### src/design/dcl_pkg.sv
// ----------------------------------------------------------------------------
// dcl_pkg
// Types and constants shared by the dedup cost ledger modules.
// ----------------------------------------------------------------------------
package dcl_pkg;

    localparam int KEY_W      = 64;
    localparam int COST_W     = 64;
    localparam int LAYER_W    = 6;
    localparam int EXPERT_W   = 9;
    localparam int STORED_EXPERT_W = 8;
    localparam int DISP_W     = 2;
    localparam int STATUS_W   = 3;
    localparam int LIMIT_W    = 7;
    localparam int ENTRY_CNT_W = 7;

    localparam logic [LAYER_W-1:0]  LAYER_LIMIT  = 6'd43;
    localparam logic [EXPERT_W-1:0] EXPERT_LIMIT = 9'd256;
    localparam logic [LIMIT_W-1:0]  LIMIT_RESET  = 7'd64;

    localparam logic [DISP_W-1:0] DISP_HIT      = 2'd0;
    localparam logic [DISP_W-1:0] DISP_JOIN     = 2'd1;
    localparam logic [DISP_W-1:0] DISP_NEW_MISS = 2'd2;
    localparam logic [DISP_W-1:0] DISP_INVALID  = 2'd3;

    localparam logic [STATUS_W-1:0] STATUS_OK       = 3'd0;
    localparam logic [STATUS_W-1:0] STATUS_INVALID  = 3'd1;
    localparam logic [STATUS_W-1:0] STATUS_DRIFT    = 3'd2;
    localparam logic [STATUS_W-1:0] STATUS_FULL     = 3'd3;
    localparam logic [STATUS_W-1:0] STATUS_OVERFLOW = 3'd4;

    typedef struct packed {
        logic [KEY_W-1:0]    req_ident;
        logic [KEY_W-1:0]    req_gen;
        logic [KEY_W-1:0]    plan_seq;
        logic [LAYER_W-1:0]  layer_index;
        logic [EXPERT_W-1:0] expert_index;
        logic [DISP_W-1:0]   disposition;
        logic [COST_W-1:0]   observed_cost;
    } req_t;

    typedef struct packed {
        logic [STATUS_W-1:0]    status_code;
        logic [COST_W-1:0]      charged_cost;
        logic [COST_W-1:0]      running_total;
        logic [ENTRY_CNT_W-1:0] entry_count;
    } rsp_t;

    typedef struct packed {
        logic [KEY_W-1:0]           req_ident;
        logic [KEY_W-1:0]           generation;
        logic [KEY_W-1:0]           plan_seq;
        logic [LAYER_W-1:0]         layer;
        logic [STORED_EXPERT_W-1:0] expert;
        logic [COST_W-1:0]          cost;
    } entry_t;

    typedef struct packed {
        logic hit;
        logic drift;
    } cell_flags_t;

endpackage

### src/design/dcl_cell.sv
// ----------------------------------------------------------------------------
// dcl_cell
// One ledger slot: holds an entry, shifts it on to the next slot on append,
// and compares it against the pending request.
// ----------------------------------------------------------------------------
module dcl_cell #(
    parameter int INDEX = 0,
    parameter int CNT_W = 7
) (
    input  logic                 aclk,
    input  logic                 aresetn,
    input  logic                 shift_en,
    input  dcl_pkg::entry_t      entry_in,
    input  dcl_pkg::entry_t      query,
    input  logic [CNT_W-1:0]     count,
    output dcl_pkg::entry_t      entry_out,
    output dcl_pkg::cell_flags_t flags
);
    import dcl_pkg::*;

    entry_t      entry_reg;
    cell_flags_t flags_reg;
    cell_flags_t flags_next;
    logic        occupied;
    logic        key_eq;

    assign occupied = count > CNT_W'(INDEX);
    assign key_eq   = (entry_reg.req_ident == query.req_ident) &&
                      (entry_reg.generation == query.generation) &&
                      (entry_reg.plan_seq == query.plan_seq) &&
                      (entry_reg.layer == query.layer) &&
                      (entry_reg.expert == query.expert);

    always_comb begin
        flags_next.hit   = occupied && key_eq;
        flags_next.drift = occupied && key_eq && (entry_reg.cost != query.cost);
    end

    always_ff @(posedge aclk) begin
        if (shift_en) begin
            entry_reg <= entry_in;
        end
    end

    always_ff @(posedge aclk) begin
        if (!aresetn) begin
            flags_reg <= '0;
        end else begin
            flags_reg <= flags_next;
        end
    end

    assign entry_out = entry_reg;
    assign flags     = flags_reg;

endmodule

### config.mk
export PLATFORM = sky130hd
export DESIGN_NAME = dcl_cell
export DESIGN_NICKNAME = d
export VERILOG_FILES = /design/src/design/dcl_pkg.sv /design/src/design/dcl_cell.sv
export SDC_FILE = /design/constraint.sdc
export NUM_CORES = 1
export LEC_CHECK = 0
export ABC_CLOCK_PERIOD_IN_PS = 6500
export BUFFER_PORTS_ARGS = -buffer_cell sky130_fd_sc_hd__buf_2
export CAP_MARGIN = 20
export CORE_AREA = 2 2 321 323
export CTS_BUF_LIST = sky130_fd_sc_hd__clkbuf_8 sky130_fd_sc_hd__clkbuf_16
export CTS_CLUSTER_DIAMETER = 40
export DETAILED_ROUTE_END_ITERATION = 10
export DIE_AREA = 0 0 323 325
export PLACE_DENSITY_LB_ADDON = 0.3
export SLEW_MARGIN = 20
export SYNTH_ARGS = -nofsm -noshare
export SYNTH_HDL_FRONTEND = slang
export SYNTH_SLANG_ARGS = --single-unit
### constraint.sdc
create_clock -name aclk -period 6.5 [get_ports aclk]
set_clock_uncertainty 0.05 [all_clocks]
set_input_delay 0.325 -clock aclk [delete_from_list [all_inputs] [get_ports aclk]]
set_output_delay 0.325 -clock aclk [all_outputs]
set_load 0.02 [all_outputs]
==> flow_metrics.tcl <==
set metrics [dict create \
    firstDrtPassIters 4 \
    largest_reg_flops 270 \
    hold_buffers 270 \
    numPortBuffers 821 \
    antenna_found_initial 73 \
    cp_max_fo 3 \
    status "completed" \
    crit_type "flop to flop" \
    routedWlPerCell_um 22.7 \
    post_cts_buffers 0 \
    nets 2433 \
    cts_made_buffers 57 \
    placed_area_sq_um 17300 \
    vias 10991 \
    synthArstFlopShare 0 \
    ir_drop_uv 193 \
    cts_sinks 272 \
    htreeDepth 2 \
    grt_max_degree 135 \
    drive_above_1_share 0.479 \
    grt_pass1_wl_mm 96.3 \
    yosysSeqAreaShare 0.713 \
    maxCapViolations 0 \
    yosysMostFrequentCell "edfxtp_1" \
    yosysWarnings 0 \
    ys.flop_type "edfxtp_1" \
    postCtsResizedCells 0 \
    fillerInstances 11064 \
    drt_iter0_drc 434 \
    cts_tree "yes" \
    areaGrowthSynthToFinish_pct 91.2 \
    rsz0062_at_grt "no" \
    min_period_ns 3.02 \
    finalHoldViolCount 0 \
    avgSynthCellArea_sq_um 15.7 \
    fin_cells 3309 \
    grt_pass1_vias 11796 \
    dieArea_sq_um 105000 \
    synth_seq_cells 272 \
    fmax_ghz 0.331 \
    root_buffer "clkbuf_16" \
    leakagePower_nw 9.02 \
    dp_hpwl_mm 65.0 \
    slew_viol_final 0 \
    vias_per_cell 3.32 \
    clk_path_buf_depth 3 \
    worst_pin_slew_ns 0.945 \
    drc 0 \
    gp_congestion 0.823 \
    hold_path_class "primary input to flop" \
    die_w_um 323 \
    synthDistinctLibCells 28 \
    crit_path_end_kind "flop" \
    core_area_sq_um 101000 \
    synth_edf_count 270 \
    slew-limit-headroom 0.368 \
    critPathLaunchType "flop" \
    critPathArrivalTime_ns 3.47 \
    p_per_area_nw_per_um2 269 \
    synthCells 726 \
    ant_nets 0 \
    fin_crit_sh 0.465 \
    required_ns 6.95 \
    setup_viol_count_final 0 \
    yosysTopAreaCell "edfxtp_1" \
    drt_wl_total_mm 75.1 \
    synth.top_cells.by_count "270 x edfxtp_1, 144 x xnor2_1, 52 x xor2_1" \
    netlist_area_sq_um 11400 \
    die_height_um 325 \
    synthesis.nets 1276 \
    final_cell_area_sq_um 21800 \
    path_clk_slew_ns 0.05 \
    grt_overflow_total 0 \
    synth.top_cell.area_share 0.710 \
    finalSetupTns_ns 0 \
    synth.area.top_cells "edfxtp_1 71%, xnor2_1 11%, xor2_1 4.0%" \
    grtUsageTotal 0.137 \
    row_count 117 \
    dp.cells 2922 \
    initial_core_util 0.113 \
    worstSkewPairLatency_ns 0.61 \
    ios 822 \
]
## area by class of cell
cell class	instances	area, sq um	share of cell area
clock inverter	47	349	0.0160
clock buffer	57	1430	0.0653
sequential	272	8150	0.373
tap	1368	1710	0.0784
inverter	57	214	0.00980
timing repair buffer	1098	6880	0.315
antenna	13	32.5	0.00149
multi-input combinational	397	3080	0.141
## worst max-delay path, cell delays in order, from the launching register on
cell and delay [ns]:
edfxtp_1 0.39, nor2b_1 0.17, a2111oi_1 0.84, nand4_1 0.13, or4_1 0.53, or4_1 0.54, nor4_1 0.28
## cells in the final DEF, fill, tap and decap left out, types with 11 or more instances in the layout
master and count:
buf_2 821, edfxtp_1 270, dlygate4sd3_1 270, xnor2_1 144, inv_1 58, clkbuf_16 57
xor2_1 52, nand4_1 45, nor2b_1 34, nor4_1 28, nand2b_1 18, o22ai_1 17
diode_2 13, a22oi_1 11
## logic make-up (layout without fill, tap and decap cells)
logic type,Yosys count,count (layout),share of synthesized area
AO/OA/AOI/OAI,58,58,0.0398
XOR/XNOR,196,196,0.150
buffers and inverters,57,1259,0.0187
flip-flops,272,272,0.713
other,0,13,0
AND/OR/NAND/NOR,143,143,0.0778
## report_power, final
group	internal [mW]	leakage, nW	total (mW)	switching (mW)
logic	0.438	5.48	0.951	0.513
registers	2.10	2.66	2.23	0.136
clock network	1.71	0.879	2.69	0.985
## through the flow
| step | power (mW) | hold slack, ns | setup slack, ns | utilization |
|---|---|---|---|---|
| detailed placement | 3.10 | 0.453 | 3.36 | 0.171 |
| finish | 5.88 | 0.127 | 3.48 | 0.216 |
| global placement | 3.10 | 0.452 | 2.79 | 0.171 |
| floorplan | 2.56 | 0.374 | 4.02 | - |
| CTS | 5.99 | 0.104 | 3.32 | 0.215 |
| global route | 6.11 | 0.134 | 3.35 | 0.215 |
## per-layer routing
metal | vias to the layer above | GRT usage | part of all wire
met2 | 618 | 0.247 | 0.51
met1 | 5117 | 0.155 | 0.39
met4 | 14 | 0.0410 | 0.024
met5 | - | 0 | 0.0012
met3 | 159 | 0.0400 | 0.075
li1 | 5083 | - | -
## final timing paths
check             cells after the start                startpoint  slack (ns)                      end
setup / recovery                      6   entry_out[69]$_DFFE_PP_        3.48      flags[1]$_SDFF_PN0_
hold / removal                        1                  shift_en        0.13  entry_out[45]$_DFFE_PP_
hold reg to reg                       3  entry_out[199]$_DFFE_PP_        0.75      flags[0]$_SDFF_PN0_
setup reg to reg                      6   entry_out[69]$_DFFE_PP_        3.48      flags[1]$_SDFF_PN0_
Power figures use the tool's default switching activity.
